<file path="config.mk">
export PLATFORM = sky130hd
export DESIGN_NAME = aapa_ctrl
export DESIGN_NICKNAME = d
export VERILOG_FILES = /design/src/rtl/aapa_pkg.sv /design/src/rtl/aapa_ctrl.sv
export SDC_FILE = /design/constraint.sdc
export NUM_CORES = 1
export LEC_CHECK = 0
export ABC_AREA = 1
export BUFFER_PORTS_ARGS = -buffer_cell sky130_fd_sc_hd__buf_2
export CAP_MARGIN = 20
export CORE_AREA = 4 4 41 43
export DETAILED_ROUTE_END_ITERATION = 8
export DIE_AREA = 0 0 45 47
export GPL_TIMING_DRIVEN = 1
export PLACE_DENSITY = 0.38
export SYNTH_ARGS = -nofsm -noshare
export SYNTH_HDL_FRONTEND = slang
export SYNTH_SLANG_ARGS = --single-unit
</file>
<file path="constraint.sdc">
create_clock -name clock -period 1 [get_ports clock]
set_input_delay 0.2 -clock clock [delete_from_list [all_inputs] [get_ports clock]]
set_output_delay 0.2 -clock clock [all_outputs]
set_load 0.03 [all_outputs]
</file>
<file path="src/rtl/aapa_pkg.sv">
// Shared types and constants for the bulk-assign / point-add table.
// No dependencies; imported by every module of the block.
`timescale 1ns / 1ps

package aapa_pkg;

   localparam int DEPTH_DEF  = 1024;
   localparam int INDEX_W    = 10;
   localparam int OPERAND_W  = 32;
   localparam int VALUE_W    = 64;
   localparam int REQ_DATA_W = 48;
   localparam int EPOCH_W    = 8;
   localparam logic [EPOCH_W-1:0] EPOCH_FIRST = EPOCH_W'(1);
   localparam logic [EPOCH_W-1:0] EPOCH_MAX   = {EPOCH_W{1'b1}};
   localparam logic [EPOCH_W-1:0] EPOCH_NONE  = '0;

   typedef enum logic [1:0] {
      OP_LOAD   = 2'd0,
      OP_ASSIGN = 2'd1,
      OP_ADD    = 2'd2,
      OP_QUERY  = 2'd3
   } opcode_type;

   typedef enum logic [1:0] {
      ST_CLEAR,
      ST_IDLE,
      ST_EXEC
   } state_type;

   typedef struct packed {
      logic capture;
      logic do_exec;
      logic clear_step;
   } ctl_cmd_type;

   typedef struct packed {
      opcode_type op;
      logic       out_free;
      logic       clear_done;
      logic       epoch_wrap;
   } dp_status_type;

endpackage

</file>
<file path="src/rtl/aapa_ctrl.sv">
// Controller FSM: sequences tag clearing, item capture and execution.
// Depends on aapa_pkg; drives the datapath through ctl_cmd_type.
`timescale 1ns / 1ps

module aapa_ctrl
   import aapa_pkg::*;
(
   input  logic          clock,
   input  logic          reset,
   input  logic          req_tvalid,
   output logic          req_tready,
   input  dp_status_type status,
   output ctl_cmd_type   cmd
);

   state_type state_ff, state_in;

   always_ff @(posedge clock) begin
      if (reset) begin
         state_ff <= ST_CLEAR;
      end else begin
         state_ff <= state_in;
      end
   end

   always_comb begin
      state_in   = state_ff;
      req_tready = 1'b0;
      cmd        = '0;
      unique case (state_ff)
         ST_CLEAR: begin
            cmd.clear_step = 1'b1;
            if (status.clear_done) begin
               state_in = ST_IDLE;
            end
         end
         ST_IDLE: begin
            req_tready  = 1'b1;
            cmd.capture = req_tvalid;
            if (req_tvalid) begin
               state_in = ST_EXEC;
            end
         end
         ST_EXEC: begin
            if (status.op != OP_QUERY || status.out_free) begin
               cmd.do_exec = 1'b1;
               if (status.op == OP_ASSIGN && status.epoch_wrap) begin
                  state_in = ST_CLEAR;
               end else begin
                  state_in = ST_IDLE;
               end
            end
         end
         default: state_in = ST_CLEAR;
      endcase
   end

   a_capture_exec: assert property (@(posedge clock) disable iff (reset)
      cmd.capture |=> state_ff == ST_EXEC)
      else $error("capture not followed by execute");

   a_no_accept_clear: assert property (@(posedge clock) disable iff (reset)
      cmd.clear_step |-> !req_tready && !cmd.do_exec)
      else $error("item handled during clearing pass");

   a_wrap_clear: assert property (@(posedge clock) disable iff (reset)
      cmd.do_exec && status.op == OP_ASSIGN && status.epoch_wrap |=> state_ff == ST_CLEAR)
      else $error("epoch wrap without clearing pass");

endmodule

</file>
==> results of run 1 <==
## layout make-up
| class | instances | share of cell area (%) |
|---|---|---|
| flip-flops and latches | 2 | 15.3 |
| clock buffers | 3 | 7.63 |
| repair buffers | 13 | 28.8 |
| inverters | 7 | 9.75 |
| multi-input cells | 17 | 32.2 |
| well taps | 15 | 6.36 |
## metal layers
layer / vias up / global-route usage [%]
met5: - / 0
met4: 0 / 1.75
met3: 0 / 5.36
met2: 9 / 6.50
met1: 78 / 4.74
li1: 108 / -
## timing repair
item / CTS / global route
hold buffers: 0 / 0
setup endpoints to repair: 4 / 4
resized for setup: 9 / 0
pin swaps: 1 / 1
## worst max-delay path by stage
stage	end	cells past startpoint	from	slack [ns]
3_5_place_dp	cmd[2]	6	state_ff[1]	0.008
5_1_grt	cmd[2]	5	state_ff[0]	-0.20
4_1_cts	cmd[2]	6	state_ff[1]	-0.16
2_1_floorplan	cmd[1]	2	state_ff[1]	-0.06
3_3_place_gp	cmd[2]	6	state_ff[1]	0.01
6_report	cmd[2]	6	state_ff[1]	-0.14
## layout by cell type, fill, tap and decap left out
| master | synthesis | layout |
|---|---|---|
| nand2_2 | 0 | 2 |
| dfxtp_2 | 0 | 1 |
| inv_1 | 6 | 4 |
| nor3_2 | 0 | 1 |
| dfxtp_4 | 0 | 1 |
| buf_4 | 0 | 3 |
| buf_6 | 0 | 2 |
| inv_4 | 0 | 1 |
| nor2_4 | 0 | 1 |
| a21oi_1 | 1 | 1 |
| clkbuf_4 | 0 | 3 |
| buf_2 | 0 | 8 |
| o21bai_1 | 1 | 1 |
| nor2_1 | 4 | 3 |
| o21bai_2 | 1 | 1 |
| nand2_1 | 9 | 7 |
| inv_2 | 1 | 2 |
## through the flow
step	std cells	setup WS, ns	setup TNS [ns]	total power, mW	utilization (%)
after floorplan	26	-0.0583	-0.0822	0.175	-
after global placement	54	0.0102	0	0.218	18.9
after detailed placement	54	0.00810	0	0.218	18.9
after CTS	57	-0.155	-0.507	0.424	22.7
after global routing	57	-0.204	-0.694	0.457	22.7
final	57	-0.140	-0.445	0.411	22.7
## power groups by stage
stage / sequential, mW / combinational (mW) / clock [mW]
floorplan: 0.0969 / 0.0777 / 0
global placement: 0.0977 / 0.120 / 0
detailed placement: 0.0977 / 0.120 / 0
CTS: 0.0993 / 0.139 / 0.186
global route: 0.101 / 0.151 / 0.205
finish: 0.0993 / 0.136 / 0.175
## cells by family after synthesis
logic type | synth area share, %
buffers and inverters | 18.3
DFF | 27.8
AOI/OAI and AO/OA | 16.5
and+or+nand+nor | 37.4
==> impl_metrics.tcl, run 1 <==
set metrics [dict create \
    setup_viol 4 \
    largest_reg_flops 2 \
    p_sw_uw 127 \
    io_buffer_count 11 \
    dp_hpwl_um 327 \
    finalHoldViolCount 0 \
    min_period_over_period_pct 114 \
    reg_top3 "state_ff (2)" \
    drtIter0Drc 0 \
    layout-area-overhead-vs-synth_pct 105 \
    slowest_delay_ns 0.31 \
    critPathArrivalTime_ns 0.94 \
    wl_met2_um 180 \
    drive_gt1_share_pct 61.9 \
    register_area_um2 45.0 \
    failed_checks "setup timing" \
    coreArea_um2 1300 \
    start_util_pct 11.1 \
    firstDrtPassIters 1 \
    synthesis.nets 34 \
    die_h_um 47 \
    cts_tree "done" \
    whs_ns 0.144 \
    p_int_uw 284 \
    dr_wl_met3_um 60 \
    clock_path_buffers 2 \
    place_area_um2 246 \
    m1WireLength_um 162 \
    gp_congestion 0.620 \
    slew_viol_final 0 \
    p_sw_share_pct 31.0 \
    post-synth-top-count-cell "nand2_1" \
    die_w_um 45 \
    critical-path-top-delay-family "flip-flops" \
    ctsHtreeMaxLevel 1 \
    r2r_slack_ns 0.11 \
    worst_pin_slew_ns 0.172 \
    post_cts_buffers 0 \
    via_per_inst 3.42 \
    synth_edf_count 0 \
    rr_startpoint "state_ff[1]" \
    peakVddDrop_mv 0.657 \
    finClkSkew_ns 0.00165 \
    netlist_area_um2 144 \
    wl_per_cell_um 7.07 \
    top_level_ports 12 \
    finalInstanceArea_um2 295 \
    grt_usage_pct 4.81 \
    routed_wl_um 403 \
    cp.required_ns 0.80 \
    path_max_fanout 3 \
    pwr-share-seq_pct 24.2 \
    max_freq_ghz 0.877 \
    p_leak_nw 0.169 \
    grt_pass1_wl_um 683 \
    synthTopCellsByCount "9 x nand2_1, 6 x inv_1, 4 x nor2_1, 2 x dfxtp_1" \
    cts_root_buf "clkbuf_4" \
    holdPathEnd "state_ff[1]" \
    post-route-min-period_ns 1.14 \
    avgSynthCellArea_um2 5.53 \
    p_clk_share_pct 42.7 \
    antenna_found_initial 0 \
    n_fill_cell 161 \
    yosys-top-cells-area "dfxtp_1 28%, nand2_1 23%, inv_1 16%, nor2_1 10%, o21bai_2 7.8%" \
    dieArea_um2 2120 \
    cap_violations 0 \
    status "finished with violations" \
    highest_layer "met3" \
    multi_input_area_um2 95.1 \
    setup_ws_ns -0.140 \
    combinationalPowerShare_pct 33.2 \
    diodes 0 \
    reg2reg_to "state_ff[0]" \
    cts_buffers 3 \
    rsz0062_at_grt "true" \
    reg2regPathDepth 7 \
    synth_cell_types 9 \
    clock_sinks 2 \
    netlist_instances 26 \
    crit_type "flip-flop to output pin" \
    antenna_left 0 \
    cp-end-kind "output pin" \
    max_slew_margin_pct 88.5 \
    ys_ff_latch 2 \
    yosysTopAreaCell "dfxtp_1" \
    route.detailed.drc 0 \
    synth-main-ff-cell "dfxtp_1" \
    seq_area_frac_synth_pct 27.8 \
    clk_pin_slew_ns 0.03 \
    worstHoldPathType "primary input to flip-flop" \
    rows 13 \
    pwr_density_cell_nw_per_um2 1390 \
    largest_register "state_ff" \
    synth_top_area_share_pct 27.8 \
    grt_pass1_vias 194 \
    hold_depth 2 \
    synthArstFlopShare_pct 0 \
    critical_path.cell_chain "inv_2 -> nand2_2 -> inv_2 -> nand2_2 -> inv_4 -> buf_6" \
    grt_max_degree 6 \
    worstSkewPairLatency_ns 0.22 \
    fin_nets 52 \
    crit_buf_inv 4 \
    slowest_stage "dfxtp_2" \
    num_vias 195 \
    worstHoldStart "reset" \
    grt_overflow 0 \
    ys_warn_count 0 \
    cp-start-kind "flip-flop" \
]
(Power assumes the default switching activity.)
==> run 2: changes to the inputs <==
- PLACE_DENSITY: 0.38 -> 0.37
==> impl_metrics.tcl, run 2 (same netlist as run 1, synthesis figures left out) <==
set metrics [dict create \
    r2r_slack_ns 0 \
    diodes 0 \
    cts_root_buf "clkbuf_4" \
    dp_hpwl_um 339 \
    grt_overflow 0 \
    layout-area-overhead-vs-synth_pct 122 \
    num_vias 209 \
    drive_gt1_share_pct 63.6 \
    finClkSkew_ns 0.0000624 \
    route.detailed.drc 0 \
    register_area_um2 45.0 \
    final_common_cell "buf_2" \
    rr_startpoint "state_ff[1]" \
    clock_path_buffers 2 \
    final_cell_mix "8 x buf_2, 7 x nand2_1, 4 x inv_1, 4 x buf_4" \
    rows 13 \
    setup_ws_ns -0.127 \
    antenna_found_initial 0 \
    min_period_over_period_pct 113 \
    grt_max_degree 5 \
    worstHoldStart "reset" \
    max_slew_margin_pct 88.6 \
    status "finished with violations" \
    failed_checks "setup timing" \
    slew_viol_final 0 \
    drtIter0Drc 3 \
    post-route-min-period_ns 1.13 \
    pwr_density_cell_nw_per_um2 1340 \
    cp-start-kind "flip-flop" \
    holdPathEnd "state_ff[1]" \
    multi_input_area_um2 100 \
    largest_register "state_ff" \
    peakVddDrop_mv 0.379 \
    crit_type "flip-flop to output pin" \
    p_leak_nw 0.187 \
    die_h_um 47 \
    critPathArrivalTime_ns 0.93 \
    clock_sinks 2 \
    hold_depth 2 \
    coreArea_um2 1300 \
    finalHoldViolCount 0 \
    dieArea_um2 2120 \
    n_fill_cell 151 \
    worstSkewPairLatency_ns 0.22 \
    ctsHtreeMaxLevel 1 \
    cp.required_ns 0.80 \
    worst_pin_slew_ns 0.170 \
    fin_nets 54 \
    via_per_inst 3.54 \
    wl_per_cell_um 6.95 \
    reg2regPathDepth 8 \
    finalInstanceArea_um2 319 \
    antenna_left 0 \
    cap_violations 0 \
    firstDrtPassIters 4 \
    die_w_um 45 \
    max_freq_ghz 0.888 \
    grt_usage_pct 5.28 \
    setup_viol 5 \
    top_level_ports 12 \
    grt_pass1_vias 195 \
    path_max_fanout 3 \
    worstHoldPathType "primary input to flip-flop" \
    start_util_pct 11.1 \
    rsz0062_at_grt "true" \
    cts_buffers 3 \
    grt_pass1_wl_um 690 \
    fin_total_pwr_uw 429 \
    cp-end-kind "output pin" \
    place_area_um2 254 \
    reg2reg_to "state_ff[0]" \
    reg_top3 "state_ff (2)" \
    routed_wl_um 410 \
    io_buffer_count 11 \
    gp_congestion 0.630 \
    cts_tree "done" \
    largest_reg_flops 2 \
    clk_pin_slew_ns 0.03 \
]
## run 2: metrics by stage
| stage | util (%) | hold slack, ns | std cells | setup TNS, ns | worst slack (ns) |
|---|---|---|---|---|---|
| after floorplan | - | 0.269 | 26 | -0.0822 | -0.0583 |
| after global placement | 19.5 | 0.375 | 55 | 0 | 0.0123 |
| after detailed placement | 19.5 | 0.376 | 55 | 0 | 0.0113 |
| after CTS | 24.1 | 0.134 | 59 | -0.546 | -0.149 |
| after global routing | 24.5 | 0.135 | 59 | -0.791 | -0.197 |
| final | 24.5 | 0.145 | 59 | -0.459 | -0.127 |
## run 2: worst max-delay path, cell delays in order, from the launching register on
cell	delay [ns]
dfxtp_2	0.31
inv_2	0.07
nand2_2	0.06
inv_2	0.07
nand2_4	0.05
inv_4	0.04
buf_6	0.11
## run 2: area by class of cell
cell class | count | share of cell area (%)
clock buffer | 3 | 7.06
timing repair buffer | 15 | 32.5
inverter | 7 | 9.02
multi-input combinational | 17 | 31.4
sequential | 2 | 14.1
tap | 15 | 5.88
## run 2: report_power, final
part	internal [mW]	leakage [nW]	switching, mW
clock	0.132	0.0138	0.0397
sequential	0.0888	0.0175	0.00849
combinational	0.0780	0.155	0.0816
total	0.299	0.187	0.130
## run 2: how the worst max path moves through the flow
stage | from | end
CTS | state_ff[1] | cmd[2]
floorplan | state_ff[1] | cmd[1]
finish | state_ff[1] | cmd[2]
global route | state_ff[1] | cmd[2]
detailed placement | state_ff[1] | cmd[2]
global placement | state_ff[1] | cmd[2]
## run 2: repair_timing
action,CTS,global route
setup endpoints to repair,4,5
gates resized for setup,10,1
gates cloned,0,0
hold buffers,0,0
pin swaps,1,1
buffers inserted,1,0
## run 2: layer usage
metal	GRT usage, %	wire length (um)	up-vias
met2	6.78	188	8
met1	4.30	159	85
li1	-	-	114
met5	0	0	-
met3	5.75	56	2
met4	5.26	6	0
